<file path="config.mk">
export PLATFORM = sky130hd
export DESIGN_NAME = ppt_prep
export DESIGN_NICKNAME = d
export VERILOG_FILES = /design/src/rtl/core/ppt_pkg.sv /design/src/rtl/core/ppt_prep.sv
export SDC_FILE = /design/constraint.sdc
export NUM_CORES = 2
export LEC_CHECK = 0
export BUFFER_PORTS_ARGS = -buffer_cell sky130_fd_sc_hd__clkbuf_2
export CAP_MARGIN = 25
export CORE_MARGIN = 2
export CORE_UTILIZATION = 25
export DETAILED_ROUTE_END_ITERATION = 10
export GPL_ROUTABILITY_DRIVEN = 0
export SYNTH_ARGS = -nofsm -noshare
export SYNTH_HDL_FRONTEND = slang
export SYNTH_SLANG_ARGS = --single-unit
</file>
<file path="constraint.sdc">
create_clock -name clk -period 17.6 [get_ports clk]
set_input_delay 3.52 -clock clk [delete_from_list [all_inputs] [get_ports clk]]
set_output_delay 3.52 -clock clk [all_outputs]
set_load 0.01 [all_outputs]
</file>
<file path="src/rtl/core/ppt_pkg.sv">
`timescale 1ns / 1ps
// ----------------------------------------------------------------------------
// ppt_pkg
// Shared widths, constants and the vector type of the pose point transform
// pipeline.
// ----------------------------------------------------------------------------
package ppt_pkg;

    localparam int CORDIC_STAGES = 16;
    localparam int GUARD         = 8;
    localparam int CW            = 32;
    localparam int AW            = 16;
    localparam int VW            = CW + 1;
    localparam int XW            = VW + GUARD + 3;
    localparam int ZW            = CW + 2;
    localparam int KW            = 31;
    localparam int PW            = VW + KW + 1;
    localparam int MUL_SHIFT     = KW - GUARD;
    localparam int RW            = XW - GUARD;
    localparam int SW            = RW + 1;
    localparam int TW            = 30;

    localparam logic [KW-1:0] K_Q31 = 31'd1304065748;

    localparam logic signed [ZW-1:0] HALF_TURN =
        {{(ZW - CW){1'b0}}, 1'b1, {(CW - 1){1'b0}}};
    localparam logic signed [ZW-1:0] QUARTER_TURN =
        {{(ZW - CW + 1){1'b0}}, 1'b1, {(CW - 2){1'b0}}};

    localparam logic [TW-1:0] ATAN_TAB [32] = '{
        30'd536870912, 30'd316933406, 30'd167458907, 30'd85004756,
        30'd42667331,  30'd21354465,  30'd10679838,  30'd5340245,
        30'd2670163,   30'd1335087,   30'd667544,    30'd333772,
        30'd166886,    30'd83443,     30'd41722,     30'd20861,
        30'd10430,     30'd5215,      30'd2608,      30'd1304,
        30'd652,       30'd326,       30'd163,       30'd81,
        30'd41,        30'd20,        30'd10,        30'd5,
        30'd3,         30'd1,         30'd1,         30'd0
    };

    typedef struct packed {
        logic                 mode;
        logic signed [CW-1:0] px;
        logic signed [CW-1:0] py;
        logic signed [XW-1:0] x;
        logic signed [XW-1:0] y;
        logic signed [ZW-1:0] z;
    } ppt_vec_t;

endpackage

</file>
<file path="src/rtl/core/ppt_prep.sv">
`timescale 1ns / 1ps
// ----------------------------------------------------------------------------
// ppt_prep
// Input register with offset subtraction in inverse mode, gain prescale
// multiply and quarter-turn folding, as three pipeline stages.
// ----------------------------------------------------------------------------
module ppt_prep (
    input  logic                          clk,
    input  logic                          rst_n,
    input  logic                          in_valid,
    output logic                          in_ready,
    input  logic                          func,
    input  logic signed [ppt_pkg::CW-1:0] pose_x,
    input  logic signed [ppt_pkg::CW-1:0] pose_y,
    input  logic signed [ppt_pkg::AW-1:0] pose_angle,
    input  logic signed [ppt_pkg::CW-1:0] point_x,
    input  logic signed [ppt_pkg::CW-1:0] point_y,
    output logic                          out_valid,
    input  logic                          out_ready,
    output ppt_pkg::ppt_vec_t             out_data
);
    import ppt_pkg::*;

    logic     s0_valid_reg, s1_valid_reg, s2_valid_reg;
    logic     s0_ready, s1_ready, s2_ready;
    ppt_vec_t s0_data_reg, s1_data_reg, s2_data_reg;
    ppt_vec_t s0_data_next, s1_data_next, s2_data_next;

    logic signed [ZW-1:0] ang_ext;
    logic signed [PW-1:0] prod_x, prod_y;

    assign s2_ready = !s2_valid_reg || out_ready;
    assign s1_ready = !s1_valid_reg || s2_ready;
    assign s0_ready = !s0_valid_reg || s1_ready;
    assign in_ready = s0_ready;

    // Inverse mode subtracts the offset first and turns the other way.
    always_comb
    begin
        ang_ext           = ZW'(pose_angle) <<< (CW - AW);
        s0_data_next.mode = func;
        s0_data_next.px   = pose_x;
        s0_data_next.py   = pose_y;
        s0_data_next.x    = func ? (XW'(point_x) - XW'(pose_x)) : XW'(point_x);
        s0_data_next.y    = func ? (XW'(point_y) - XW'(pose_y)) : XW'(point_y);
        s0_data_next.z    = func ? -ang_ext : ang_ext;
    end

    always_comb
    begin
        prod_x       = $signed(s0_data_reg.x[VW-1:0]) * $signed({1'b0, K_Q31});
        prod_y       = $signed(s0_data_reg.y[VW-1:0]) * $signed({1'b0, K_Q31});
        s1_data_next   = s0_data_reg;
        s1_data_next.x = XW'(prod_x >>> MUL_SHIFT);
        s1_data_next.y = XW'(prod_y >>> MUL_SHIFT);
    end

    // A heading beyond a quarter turn is folded by a half turn and a negation.
    always_comb
    begin
        s2_data_next = s1_data_reg;
        if (s1_data_reg.z > QUARTER_TURN)
        begin
            s2_data_next.z = s1_data_reg.z - HALF_TURN;
            s2_data_next.x = -s1_data_reg.x;
            s2_data_next.y = -s1_data_reg.y;
        end
        else if (s1_data_reg.z < -QUARTER_TURN)
        begin
            s2_data_next.z = s1_data_reg.z + HALF_TURN;
            s2_data_next.x = -s1_data_reg.x;
            s2_data_next.y = -s1_data_reg.y;
        end
    end

    always_ff @(posedge clk or negedge rst_n)
    begin
        if (!rst_n)
        begin
            s0_valid_reg <= 1'b0;
            s1_valid_reg <= 1'b0;
            s2_valid_reg <= 1'b0;
        end
        else
        begin
            if (s0_ready)
            begin
                s0_valid_reg <= in_valid;
            end
            if (s1_ready)
            begin
                s1_valid_reg <= s0_valid_reg;
            end
            if (s2_ready)
            begin
                s2_valid_reg <= s1_valid_reg;
            end
        end
    end

    always_ff @(posedge clk)
    begin
        if (s0_ready && in_valid)
        begin
            s0_data_reg <= s0_data_next;
        end
        if (s1_ready && s0_valid_reg)
        begin
            s1_data_reg <= s1_data_next;
        end
        if (s2_ready && s1_valid_reg)
        begin
            s2_data_reg <= s2_data_next;
        end
    end

    assign out_valid = s2_valid_reg;
    assign out_data  = s2_data_reg;

endmodule

</file>
==> metrics.txt <==
via count of the first global-routing pass=42208; kind of cell adding the most delay to the critical path=adder cells; clk buf depth=3; Fmax achieved=0.1207 GHz; Yosys Warn Count=0; CP max stage delay=0.62 ns; hold_buf cts=0; Worst EP required=17.99 ns; maximum fanout along the worst path=8; min cycle time layout=8.287 ns; remaining antenna violation count=0; WL final=178.1 mm; post-CTS setup buffers=0; max_cap viols=0; row count=178; final hold slack=0.4087 ns; sequential area share after synthesis=24.75%; Die ar.=241500 um^2; period utilization=47.09%; 1st-pass router iterations=5; post-synthesis instance total=5350; IO Pins=338; critical path's most frequent cell=inv_1; die height=491.4 um; clock sinks=490; Worst Path Buf+Inv=6; first-pass GRT wire length=264.2 mm; Nets=7543; Worst Tran Pin Value=1.051 ns; Slew headroom=29.05%; CP max-delay cell=edfxtp_1; CTS tree=done; synth unique cells=80; share of layout cells above drive strength 1=9.017%; All-Layer GR Usage=14.63%; final hold vios=0; worst hold-check path type=flop to flop; ys async rst share=0.6122%; mapped cell area=59400 um^2; setup repair after global routing missed its margin=false; max reg flops=171; grt ovf=0; number of enable flip-flop cells after synthesis=487; via count=39016; Setup crit start kind=flop; HPWL after DPL=154.7 mm; root buffer cell=clkbuf_16; Clock Skew=0.03359 ns; CTS Buf Count=66; Pins Over Slew Limit=0; Clock transition at path regs=0.06 ns; Worst Setup End Kind=flop; Critical Path AT=8.68 ns; P&R area growth vs syn=12.86%; antenna violations before repair=17; Starting DRT DRC Count=2652; final setup fails=0; prevailing post-synth register cell=edfxtp_1; port buffer count=321; Mean Syn Cell Area=11.10 um^2; # resized after CTS=0; core area=235900 um^2; status=finished clean; largest net degree at the start of global routing=131; Setup TNS=0 ns; #FFs+latches synth=490; htree depth=3; DR vias/cell=4.380; die width=491.4 um; WS Path Type=flop to flop; Initial Util=25.19%; Routed WL per cell=19.99 um; Skew-Pair Late Insertion Delay=0.69 ns; drc violations=0
## layout by cell type (no fill, tap or decap), types with 10 or more instances in the layout
master,netlist,final
ha_1,829,829
o21a_1,23,23
clkinv_1,0,11
a21oi_1,239,238
mux2_2,45,45
clkbuf_16,0,66
o21bai_1,27,27
a211oi_1,11,11
o31ai_1,18,18
diode_2,0,12
and3_1,13,13
nand4_1,26,26
a21o_1,132,131
o41ai_1,10,10
nor2_1,127,127
conb_1,1,16
xor2_1,221,221
nand2_1,142,142
nand2b_1,36,36
inv_1,1390,1389
and2_1,16,13
o21ai_0,121,120
nand3_1,38,38
edfxtp_1,487,487
xnor2_1,208,208
nor3_1,38,37
fa_1,868,868
nor2b_1,43,43
buf_4,16,14
clkbuf_2,0,320
nor4_1,13,13
## cells in the mapped netlist, types with 27 or more instances
| master | instances | area (um^2) |
|---|---|---|
| inv_1 | 1390 | 5218 |
| fa_1 | 868 | 17380 |
| ha_1 | 829 | 10370 |
| edfxtp_1 | 487 | 14620 |
| a21oi_1 | 239 | 1196 |
| xor2_1 | 221 | 1936 |
| xnor2_1 | 208 | 1822 |
| nand2_1 | 142 | 533.0 |
| a21o_1 | 132 | 991.0 |
| nor2_1 | 127 | 476.7 |
| o21ai_0 | 121 | 605.6 |
| clkbuf_1 | 57 | 214.0 |
| mux2_2 | 45 | 506.7 |
| nor2b_1 | 43 | 269.0 |
| nand3_1 | 38 | 190.2 |
| nor3_1 | 38 | 190.2 |
| nand2b_1 | 36 | 225.2 |
| o21bai_1 | 27 | 202.7 |
## final cells by class
cell class                 count  area [um^2]
antenna                       12        30.03
clock buffer                  75         1685
clock inverter                41        466.7
fill                       24377       168800
inverter                    1390         5218
multi-input combinational   3412        39230
sequential                   490        14700
tap                         3150         3941
timing repair buffer         337         1765
## worst paths after layout
path	start	end	slack, ns	cells after the start
worst max-delay path	s0_data_reg[45]$_DFFE_PP_	s1_data_reg[75]$_DFFE_PP_	9.31	28
worst min-delay path	s0_data_reg[29]$_DFFE_PP_	s1_data_reg[29]$_DFFE_PP_	0.41	0
worst max register to register	s0_data_reg[45]$_DFFE_PP_	s1_data_reg[75]$_DFFE_PP_	9.31	28
worst min register to register	s0_data_reg[29]$_DFFE_PP_	s1_data_reg[29]$_DFFE_PP_	0.41	0
max in group asynchronous	rst_n	out_valid$_DFFE_PN0P_	14.83	1
min in group asynchronous	rst_n	s1_valid_reg$_DFFE_PN0P_	2.66	1
## worst register-to-register path, delay by kind of cell (launching register included)
kind | cells | cell delay, ns
XOR/XNOR | 2 | 0.46
AND/OR/NAND/NOR | 1 | 0.51
adder cells (fa/ha/maj) | 9 | 3.92
AO/OA/AOI/OAI | 10 | 2.09
buffers and inverters | 6 | 0.39
flip-flops | 1 | 0.62
## cells by family after synthesis
| logic type | after synthesis | synth area share (%) |
|---|---|---|
| other | 1 | 0.006313 |
| DFF | 490 | 24.75 |
| xor gates and xnor gates | 429 | 6.325 |
| adders and majority gates | 1697 | 46.72 |
| muxes | 45 | 0.8531 |
| and+or+nand+nor | 538 | 4.501 |
| buffers and inverters | 1463 | 9.346 |
| AOI/OAI and AO/OA | 687 | 7.507 |
## per-layer routing
| metal | vias to the layer above | wire, um | track usage (%) |
|---|---|---|---|
| met1 | 19611 | 68180 | 16.86 |
| li1 | 17872 | - | - |
| met3 | 341 | 9764 | 2.512 |
| met5 | - | 93 | 0 |
| met4 | 14 | 8867 | 6.774 |
| met2 | 1178 | 91180 | 26.22 |
## through the flow
step	area (um^2)	utilization, %	cells	worst slack (ns)
2_1_floorplan	59460	-	5365	9.524
3_3_place_gp	64820	27.48	8777	9.509
3_5_place_dp	64830	27.49	8778	9.363
4_1_cts	66980	28.40	8894	9.301
5_1_grt	67020	28.42	8901	8.918
6_report	67040	28.42	8907	9.313
Power is not shown: default switching activity piles up to over one toggle a cycle in this logic, so the estimate is an artifact.
