`src/rtl/core/ppt_pkg.sv`:
```
`timescale 1ns / 1ps
// ----------------------------------------------------------------------------
// ppt_pkg
// Shared widths, constants and the vector type of the pose point transform
// pipeline.
// ----------------------------------------------------------------------------
package ppt_pkg;

    localparam int CORDIC_STAGES = 16;
    localparam int GUARD         = 8;
    localparam int CW            = 32;
    localparam int AW            = 16;
    localparam int VW            = CW + 1;
    localparam int XW            = VW + GUARD + 3;
    localparam int ZW            = CW + 2;
    localparam int KW            = 31;
    localparam int PW            = VW + KW + 1;
    localparam int MUL_SHIFT     = KW - GUARD;
    localparam int RW            = XW - GUARD;
    localparam int SW            = RW + 1;
    localparam int TW            = 30;

    localparam logic [KW-1:0] K_Q31 = 31'd1304065748;

    localparam logic signed [ZW-1:0] HALF_TURN =
        {{(ZW - CW){1'b0}}, 1'b1, {(CW - 1){1'b0}}};
    localparam logic signed [ZW-1:0] QUARTER_TURN =
        {{(ZW - CW + 1){1'b0}}, 1'b1, {(CW - 2){1'b0}}};

    localparam logic [TW-1:0] ATAN_TAB [32] = '{
        30'd536870912, 30'd316933406, 30'd167458907, 30'd85004756,
        30'd42667331,  30'd21354465,  30'd10679838,  30'd5340245,
        30'd2670163,   30'd1335087,   30'd667544,    30'd333772,
        30'd166886,    30'd83443,     30'd41722,     30'd20861,
        30'd10430,     30'd5215,      30'd2608,      30'd1304,
        30'd652,       30'd326,       30'd163,       30'd81,
        30'd41,        30'd20,        30'd10,        30'd5,
        30'd3,         30'd1,         30'd1,         30'd0
    };

    typedef struct packed {
        logic                 mode;
        logic signed [CW-1:0] px;
        logic signed [CW-1:0] py;
        logic signed [XW-1:0] x;
        logic signed [XW-1:0] y;
        logic signed [ZW-1:0] z;
    } ppt_vec_t;

endpackage

```
`src/rtl/core/ppt_post.sv`:
```
`timescale 1ns / 1ps
// ----------------------------------------------------------------------------
// ppt_post
// Rounding, pose offset addition in forward mode, and saturation into the
// output register.
// ----------------------------------------------------------------------------
module ppt_post (
    input  logic                          clk,
    input  logic                          rst_n,
    input  logic                          in_valid,
    output logic                          in_ready,
    input  ppt_pkg::ppt_vec_t             in_data,
    output logic                          out_valid,
    input  logic                          out_ready,
    output logic signed [ppt_pkg::CW-1:0] out_x,
    output logic signed [ppt_pkg::CW-1:0] out_y,
    output logic                          saturated
);
    import ppt_pkg::*;

    localparam logic signed [XW-1:0] ROUND_HALF = XW'(1) <<< (GUARD - 1);
    localparam logic signed [SW-1:0] OUT_MAX    = SW'({1'b0, {(CW - 1){1'b1}}});
    localparam logic signed [SW-1:0] OUT_MIN    = -OUT_MAX - SW'(1);

    logic                 a_valid_reg, b_valid_reg;
    logic                 a_ready, b_ready;
    logic signed [SW-1:0] sum_x_reg, sum_y_reg, sum_x_next, sum_y_next;
    logic signed [RW-1:0] rnd_x, rnd_y;
    logic signed [CW-1:0] out_x_reg, out_y_reg, out_x_next, out_y_next;
    logic                 sat_reg, sat_next;

    assign b_ready  = !b_valid_reg || out_ready;
    assign a_ready  = !a_valid_reg || b_ready;
    assign in_ready = a_ready;

    always_comb
    begin
        rnd_x      = RW'((in_data.x + ROUND_HALF) >>> GUARD);
        rnd_y      = RW'((in_data.y + ROUND_HALF) >>> GUARD);
        sum_x_next = SW'(rnd_x) + (in_data.mode ? SW'(0) : SW'(in_data.px));
        sum_y_next = SW'(rnd_y) + (in_data.mode ? SW'(0) : SW'(in_data.py));
    end

    always_comb
    begin
        sat_next   = 1'b0;
        out_x_next = CW'(sum_x_reg);
        out_y_next = CW'(sum_y_reg);
        if (sum_x_reg > OUT_MAX)
        begin
            out_x_next = CW'(OUT_MAX);
            sat_next   = 1'b1;
        end
        else if (sum_x_reg < OUT_MIN)
        begin
            out_x_next = CW'(OUT_MIN);
            sat_next   = 1'b1;
        end
        if (sum_y_reg > OUT_MAX)
        begin
            out_y_next = CW'(OUT_MAX);
            sat_next   = 1'b1;
        end
        else if (sum_y_reg < OUT_MIN)
        begin
            out_y_next = CW'(OUT_MIN);
            sat_next   = 1'b1;
        end
    end

    always_ff @(posedge clk or negedge rst_n)
    begin
        if (!rst_n)
        begin
            a_valid_reg <= 1'b0;
            b_valid_reg <= 1'b0;
        end
        else
        begin
            if (a_ready)
            begin
                a_valid_reg <= in_valid;
            end
            if (b_ready)
            begin
                b_valid_reg <= a_valid_reg;
            end
        end
    end

    always_ff @(posedge clk)
    begin
        if (a_ready && in_valid)
        begin
            sum_x_reg <= sum_x_next;
            sum_y_reg <= sum_y_next;
        end
        if (b_ready && a_valid_reg)
        begin
            out_x_reg <= out_x_next;
            out_y_reg <= out_y_next;
            sat_reg   <= sat_next;
        end
    end

    assign out_valid = b_valid_reg;
    assign out_x     = out_x_reg;
    assign out_y     = out_y_reg;
    assign saturated = sat_reg;

endmodule
```
`config.mk`:
```
export PLATFORM = sky130hd
export DESIGN_NAME = ppt_post
export DESIGN_NICKNAME = d
export VERILOG_FILES = /design/src/rtl/core/ppt_pkg.sv /design/src/rtl/core/ppt_post.sv
export SDC_FILE = /design/constraint.sdc
export NUM_CORES = 1
export LEC_CHECK = 0
export BUFFER_PORTS_ARGS = -buffer_cell sky130_fd_sc_hd__buf_2
export CAP_MARGIN = 5
export CELL_PAD_IN_SITES_DETAIL_PLACEMENT = 1
export CELL_PAD_IN_SITES_GLOBAL_PLACEMENT = 1
export CORE_UTILIZATION = 42
export CTS_CLUSTER_SIZE = 24
export DETAILED_ROUTE_END_ITERATION = 7
export MAX_ROUTING_LAYER = met4
export PLACE_DENSITY = 0.82
export RECOVER_POWER = 50
export SLEW_MARGIN = 20
export SYNTH_ARGS = -nofsm -noshare
export SYNTH_HDL_FRONTEND = slang
export SYNTH_SLANG_ARGS = --single-unit
```
`constraint.sdc`:
```
create_clock -name clk -period 3.71 [get_ports clk]
set_input_delay 0.742 -clock clk [delete_from_list [all_inputs] [get_ports clk]]
set_output_delay 0.742 -clock clk [all_outputs]
set_load 0.02 [all_outputs]
```
==> results of run 1 <==
## cell usage after synthesis (all sizes together) (6+ instances only)
master  instances
a21o           67
a21oi          70
a31oi          11
and2           12
and3           27
and4            7
clkbuf         33
edfxtp        139
ha             74
inv            23
nand2         146
nand2b         11
nand3          47
nand4          17
nor2           60
nor2b          78
nor3           14
o211ai          6
o21a           10
o21ai          39
o21bai         10
or2             9
xnor2          96
xor2           35
## stage by stage
| stage | std cells | setup TNS (ps) | utilization [%] |
|---|---|---|---|
| final | 1931 | -5.40 | 61.5 |
| after global routing | 1931 | -918 | 61.5 |
| after CTS | 1920 | 0 | 60.3 |
| after detailed placement | 1887 | -11520 | 57.5 |
| after global placement | 1887 | -7180 | 57.5 |
| after floorplan | 1112 | -206 | - |
## how the worst min path moves through the flow
| stage | start | endpoint | slack (ps) |
|---|---|---|---|
| after floorplan | rst_n | a_valid_reg$_DFFE_PN0N_ | 450 |
| after global placement | a_valid_reg$_DFFE_PN0N_ | out_valid$_DFFE_PN0P_ | 450 |
| after detailed placement | a_valid_reg$_DFFE_PN0N_ | out_valid$_DFFE_PN0P_ | 480 |
| after CTS | rst_n | out_valid$_DFFE_PN0P_ | 70 |
| after global routing | rst_n | out_valid$_DFFE_PN0P_ | 80 |
| final | rst_n | out_valid$_DFFE_PN0P_ | 90 |
## what timing repair did
action | CTS | global route
setup buffers | 2 | 10
endpoints found under the setup margin | 8 | 29
pin swaps | 9 | 35
resized for setup | 12 | 62
## critical path: cells and delay by family
kind	cells	cell delay, ps
fa+ha+maj	1	260
compound gates	6	1310
simple gates	7	1260
buf+inv	2	270
xor+xnor	1	130
## per-layer routing
metal  global-route usage [%]  up-vias  wire length [µm]
li1                         -     5000                 -
met1                     30.6     5105             14700
met2                     53.8      272             20000
met3                     2.44       92               922
met4                     12.8        0              1460
met5                        -        -                 0
## power groups by stage
| stage | combinational, µW | clock, µW | sequential, µW |
|---|---|---|---|
| after floorplan | 816 | 0 | 2180 |
| after global placement | 1540 | 0 | 2090 |
| after detailed placement | 1630 | 0 | 2100 |
| after CTS | 1660 | 1880 | 2080 |
| after global routing | 1840 | 1950 | 2090 |
| final | 1700 | 1860 | 2080 |
## kinds of logic (layout without fill, tap and decap cells)
| group | after synthesis | after routing | synth area share (%) |
|---|---|---|---|
| AOI/OAI and AO/OA | 254 | 254 | 16.7 |
| xor gates and xnor gates | 131 | 131 | 10.8 |
| DFF | 141 | 141 | 39.7 |
| adders and majority gates | 76 | 76 | 9.08 |
| muxes | 3 | 3 | 0.282 |
| other | 0 | 1 | 0 |
| and+or+nand+nor | 447 | 447 | 21.3 |
| buffers and inverters | 60 | 554 | 2.16 |
## placed cells by master, fill, tap and decap left out, types with 17 or more instances in the layout
cell type    n
buf_4      285
nand2_1    141
edfxtp_1   139
buf_2      137
xnor2_1     91
nor2b_1     75
clkbuf_1    72
ha_1        71
a21o_1      67
a21oi_1     56
nor2_1      54
nand3_1     39
xor2_1      33
o21ai_0     24
inv_1       23
and3_1      18
nand4_1     17
clkbuf_16   17
## area by class of cell
type	count	area [µm²]
multi-input cells	911	6600
flip-flops and latches	141	4220
well taps	324	405
repair buffers	500	3180
diodes	1	2.50
inverters	23	86.3
clock inverters	13	198
clock buffers	18	429
fillers	2877	9480
==> impl_metrics.toml, run 1 <==
[worst_setup_path]
cp-end-kind = "flip-flop"
reg2reg_depth = 3
r2r_slack_ps = 950
crit_chain = "buf_2 -> and3_4 -> and3_4 -> nand2_2 -> or2_4 -> nor2_4 -> and3_4 -> xor2_2 -> ha_1 -> buf_4 -> a21o_1 -> a21o_1 -> a211o_1 -> a21oi_2 -> nor2_1 -> a311oi_1 -> o311a_1"
cpMostUsedCell = "and3_4"
slowest_stage = "a211o_1"
timing.rr.end = "out_x[27]$_SDFFCE_PP1P_"
critical_path.max_fanout = 6
criticalPathCategory = "input port to flip-flop"
crit_required_ps = 3990
critPathMaxStageDelay_ps = 310
cp-startpoint = "in_data[87]"
setup.worst_path.start_class = "input port"
cp.arrival_ps = 4000
r2r_start = "out_valid$_DFFE_PN0P_"
endpoint = "sum_x_reg[34]$_DFFE_PP_"

[floorplan]
start_util_pct = 43.2
die-area_mm2 = 0.0260
fp.dieH_um = 161
die_w_um = 161
top_level_ports = 258
core_area_mm2 = 0.0246
rows = 57

[placement]
gp_congestion = 0.917
dp_hpwl_mm = 28.1
preCtsSetupSlack_ps = -552
port_buffers = 209
postPlaceCellArea_mm2 = 0.0142

[grt]
grt_pass1_wl_mm = 56.7
antenna_found_initial = 1
grt_usage_pct = 28.7
overflow = 0
grt_max_degree = 75
grt_pass1_vias = 11157

[drt]
drt_wl_total_mm = 37.1
dr.pass1.iters = 5
viasPerCell = 5.42
via_count = 10469
antenna_left = 0
drt_iter0_drc = 467
wl_per_cell_um = 19.2
drc = 0

[power_and_ir_drop]
switching_share_pct = 29.9
p_seq_share_pct = 36.8
ir_drop_mv = 0.336
p_clk_share_pct = 33.0
net-switching-power_uw = 1690
intPower_uw = 3950
p_total_uw = 5640
pwr-share-comb_pct = 30.2
power_density_mw_per_mm2 = 373
p_leak_uw = 0.00668

[logic_synthesis]
syn-cell-area_mm2 = 0.0106
synth_flop_cell = "edfxtp_1"
syn_nets = 1379
synth_edf_count = 139
synthTopCellsByArea = "edfxtp_1, ha_1, xnor2_1"
yosys_warnings = 0
yosysUniqueCellTypes = 76
postSynthCellCount = 1112
async_flop_share_pct = 1.42
synth_top_area_share_pct = 39.2
synth_area_per_cell_um2 = 9.57
ys_seq_elements = 141
synth_largest_area_cell = "edfxtp_1"
seq_area_frac_synth_pct = 39.7

[timing]
grt_setup_unrepaired = "true"
setup_viol = 1
period_minus_slack_ps = 3720
max_freq_mhz = 269
hold_viol_final = 0
hold_slack_ps = 87.2
fin_skew_ps = 9.78
tightest_slew_ps = 1570
relSlewSlack_pct = -4.35
setup_slack_ps = -5.40
slew_viol_final = 63
fin_crit_sh_pct = 100

[clock_tree]
path_clk_slew_ps = 60
cts_buffer_depth = 2
ctsHoldBuffers = 0
htree_levels = 4
ctsRootBufferMaster = "clkbuf_16"
tritoncts = "yes"
clock_latency_ps = 430
clock-sinks = 141
cts_made_buffers = 17

[run_status]
violations = "capacitance limit, slew limit, setup timing"
status = "finished, violations left"

[cells_and_area]
nNetsFinal = 1861
drive_gt1_share_pct = 34.9
fin_area_mm2 = 0.0151
area_growth_pct = 42.2

[min_path]
hold_class = "input port to async pin"

[flow_run]
cap_violations = 2
Note: power is estimated with default switching activity, not from simulation.
==> inputs of run 2 (changes only) <==
Settings changed: CAP_MARGIN 5 to 40, CORE_ASPECT_RATIO set to 0.5, MAX_ROUTING_LAYER met4 to unset.
==> impl_metrics.toml, run 2 (synthesis results as in run 1) <==
[clock_tree]
ctsHoldBuffers = 0
ctsRootBufferMaster = "clkbuf_16"
cts_buffer_depth = 2
htree_levels = 4
cts_made_buffers = 17
clock-sinks = 141
path_clk_slew_ps = 70
clock_latency_ps = 430
tritoncts = "yes"

[timing]
tightest_slew_ps = 2020
slew_viol_final = 91
fin_skew_ps = 10.1
period_minus_slack_ps = 3970
setup_tns_ps = -660
hold_viol_final = 0
setup_slack_ps = -261
grt_setup_unrepaired = "true"
fin_crit_sh_pct = 107
setup_viol = 4
hold_slack_ps = 98.1
max_freq_mhz = 252
relSlewSlack_pct = -35.8

[floorplan]
die_w_um = 227
fp.dieH_um = 115
core_area_mm2 = 0.0244
start_util_pct = 43.6
rows = 40
die-area_mm2 = 0.0260
top_level_ports = 258

[min_path]
hold_class = "input port to async pin"

[placement]
port_buffers = 209
dp_cells = 1878
gp_congestion = 0.972
preCtsSetupSlack_ps = -644
dp_hpwl_mm = 29.2

[cells_and_area]
area_growth_pct = 42.0
nNetsFinal = 1840
seq_area_mm2 = 0.00422
multi_input_area_mm2 = 0.00665
drive_gt1_share_pct = 38.3
fillers = 2828
layout_commonest_cell = "buf_4"
layout_common_cells = "buf_4, buf_2, nand2_1"
post_layout_nonfiller_instances = 1928

[power_and_ir_drop]
ir_drop_mv = 0.285
power_density_mw_per_mm2 = 369
net-switching-power_uw = 1790
p_seq_share_pct = 37.1
switching_share_pct = 32.1
p_leak_uw = 0.00674
pwr-share-comb_pct = 32.1
p_clk_share_pct = 30.8
intPower_uw = 3790

[grt]
grt_pass1_wl_mm = 58.0
grt_pass1_vias = 11272
overflow = 0
antenna_found_initial = 6
grt_usage_pct = 28.8
grt_max_degree = 52

[worst_setup_path]
cp.arrival_ps = 4140
cp-startpoint = "in_data[86]"
criticalPathCategory = "input port to flip-flop"
r2r_slack_ps = 400
timing.rr.end = "sum_y_reg[20]$_DFFE_PP_"
critical_path.max_fanout = 4
cp-end-kind = "flip-flop"
reg2reg_depth = 3
crit_required_ps = 3880
r2r_start = "out_valid$_DFFE_PN0P_"
setup.worst_path.start_class = "input port"

[drt]
via_count = 10778
wl_per_cell_um = 21.1
viasPerCell = 5.59
drt_wl_total_mm = 40.7
antenna_left = 0
dr.pass1.iters = 5
drc = 0
drt_iter0_drc = 782

[run_status]
status = "finished, violations left"
violations = "capacitance limit, slew limit, setup timing"

[flow_run]
cap_violations = 3
run 2: cell types whose count changed in the layout (fill, tap and decap cells not counted), sizes merged:
| cell | delta |
|---|---|
| inv | +5 |
| diode | +5 |
| clkbuf | -66 |
| buf | +45 |
| bufinv | -3 |
| clkinvlp | +2 |
| clkinv | -3 |
run 2: area by class of cell:
cell class                 count  share of cell area [%]
timing repair buffer         479                    20.7
sequential                   141                    28.0
tap                          336                    2.78
clock inverter                14                    1.04
antenna                        6                  0.0994
multi-input combinational    911                    44.0
clock buffer                  18                    2.84
inverter                      23                   0.571
run 2: critical path: stages:
cell      delay, ps
buf_2           120
ha_2            200
nand3_2         150
nor2_2          250
nand3_1         130
xnor2_1         240
ha_1            310
o21ai_0         330
o21ai_1         180
nor3_2          230
o221ai_2        220
nand2_2         140
o21ai_2          70
a221oi_1        290
or4b_4          510
run 2: repair_timing:
item                       CTS  global route
setup endpoints to repair    9            28
buffers inserted             0            12
pin swaps                    3            45
resized for setup           13            68
run 2: layer usage:
metal | GRT usage, % | up-vias | wire, µm
met3 | 4.23 | 120 | 1780
li1 | - | 4953 | -
met4 | 11.5 | 0 | 1630
met5 | 0 | - | 0
met1 | 31.9 | 5323 | 15700
met2 | 55.2 | 382 | 21500
run 2: stage by stage:
stage	power, µW	util (%)	area [µm²]
final	5580	61.9	15100
after global routing	5790	61.9	15100
after CTS	5480	60.2	14700
after detailed placement	3750	57.5	14000
after global placement	3610	57.3	14000
after floorplan	3000	-	10700
run 2: worst max path at each step:
stage,endpoint,cells past startpoint
3_3_place_gp,sum_x_reg[30]$_DFFE_PP_,16
5_1_grt,sum_x_reg[35]$_DFFE_PP_,15
6_report,sum_x_reg[35]$_DFFE_PP_,15
4_1_cts,sum_y_reg[33]$_DFFE_PP_,18
2_1_floorplan,sum_x_reg[35]$_DFFE_PP_,17
3_5_place_dp,sum_x_reg[30]$_DFFE_PP_,18
run 2: power groups by stage:
stage               clock network (µW)  logic, µW  registers (µW)
detailed placement                   0       1640            2100
global route                      1800       1900            2090
finish                            1720       1790            2070
CTS                               1730       1680            2070
global placement                     0       1530            2090
floorplan                            0        816            2180
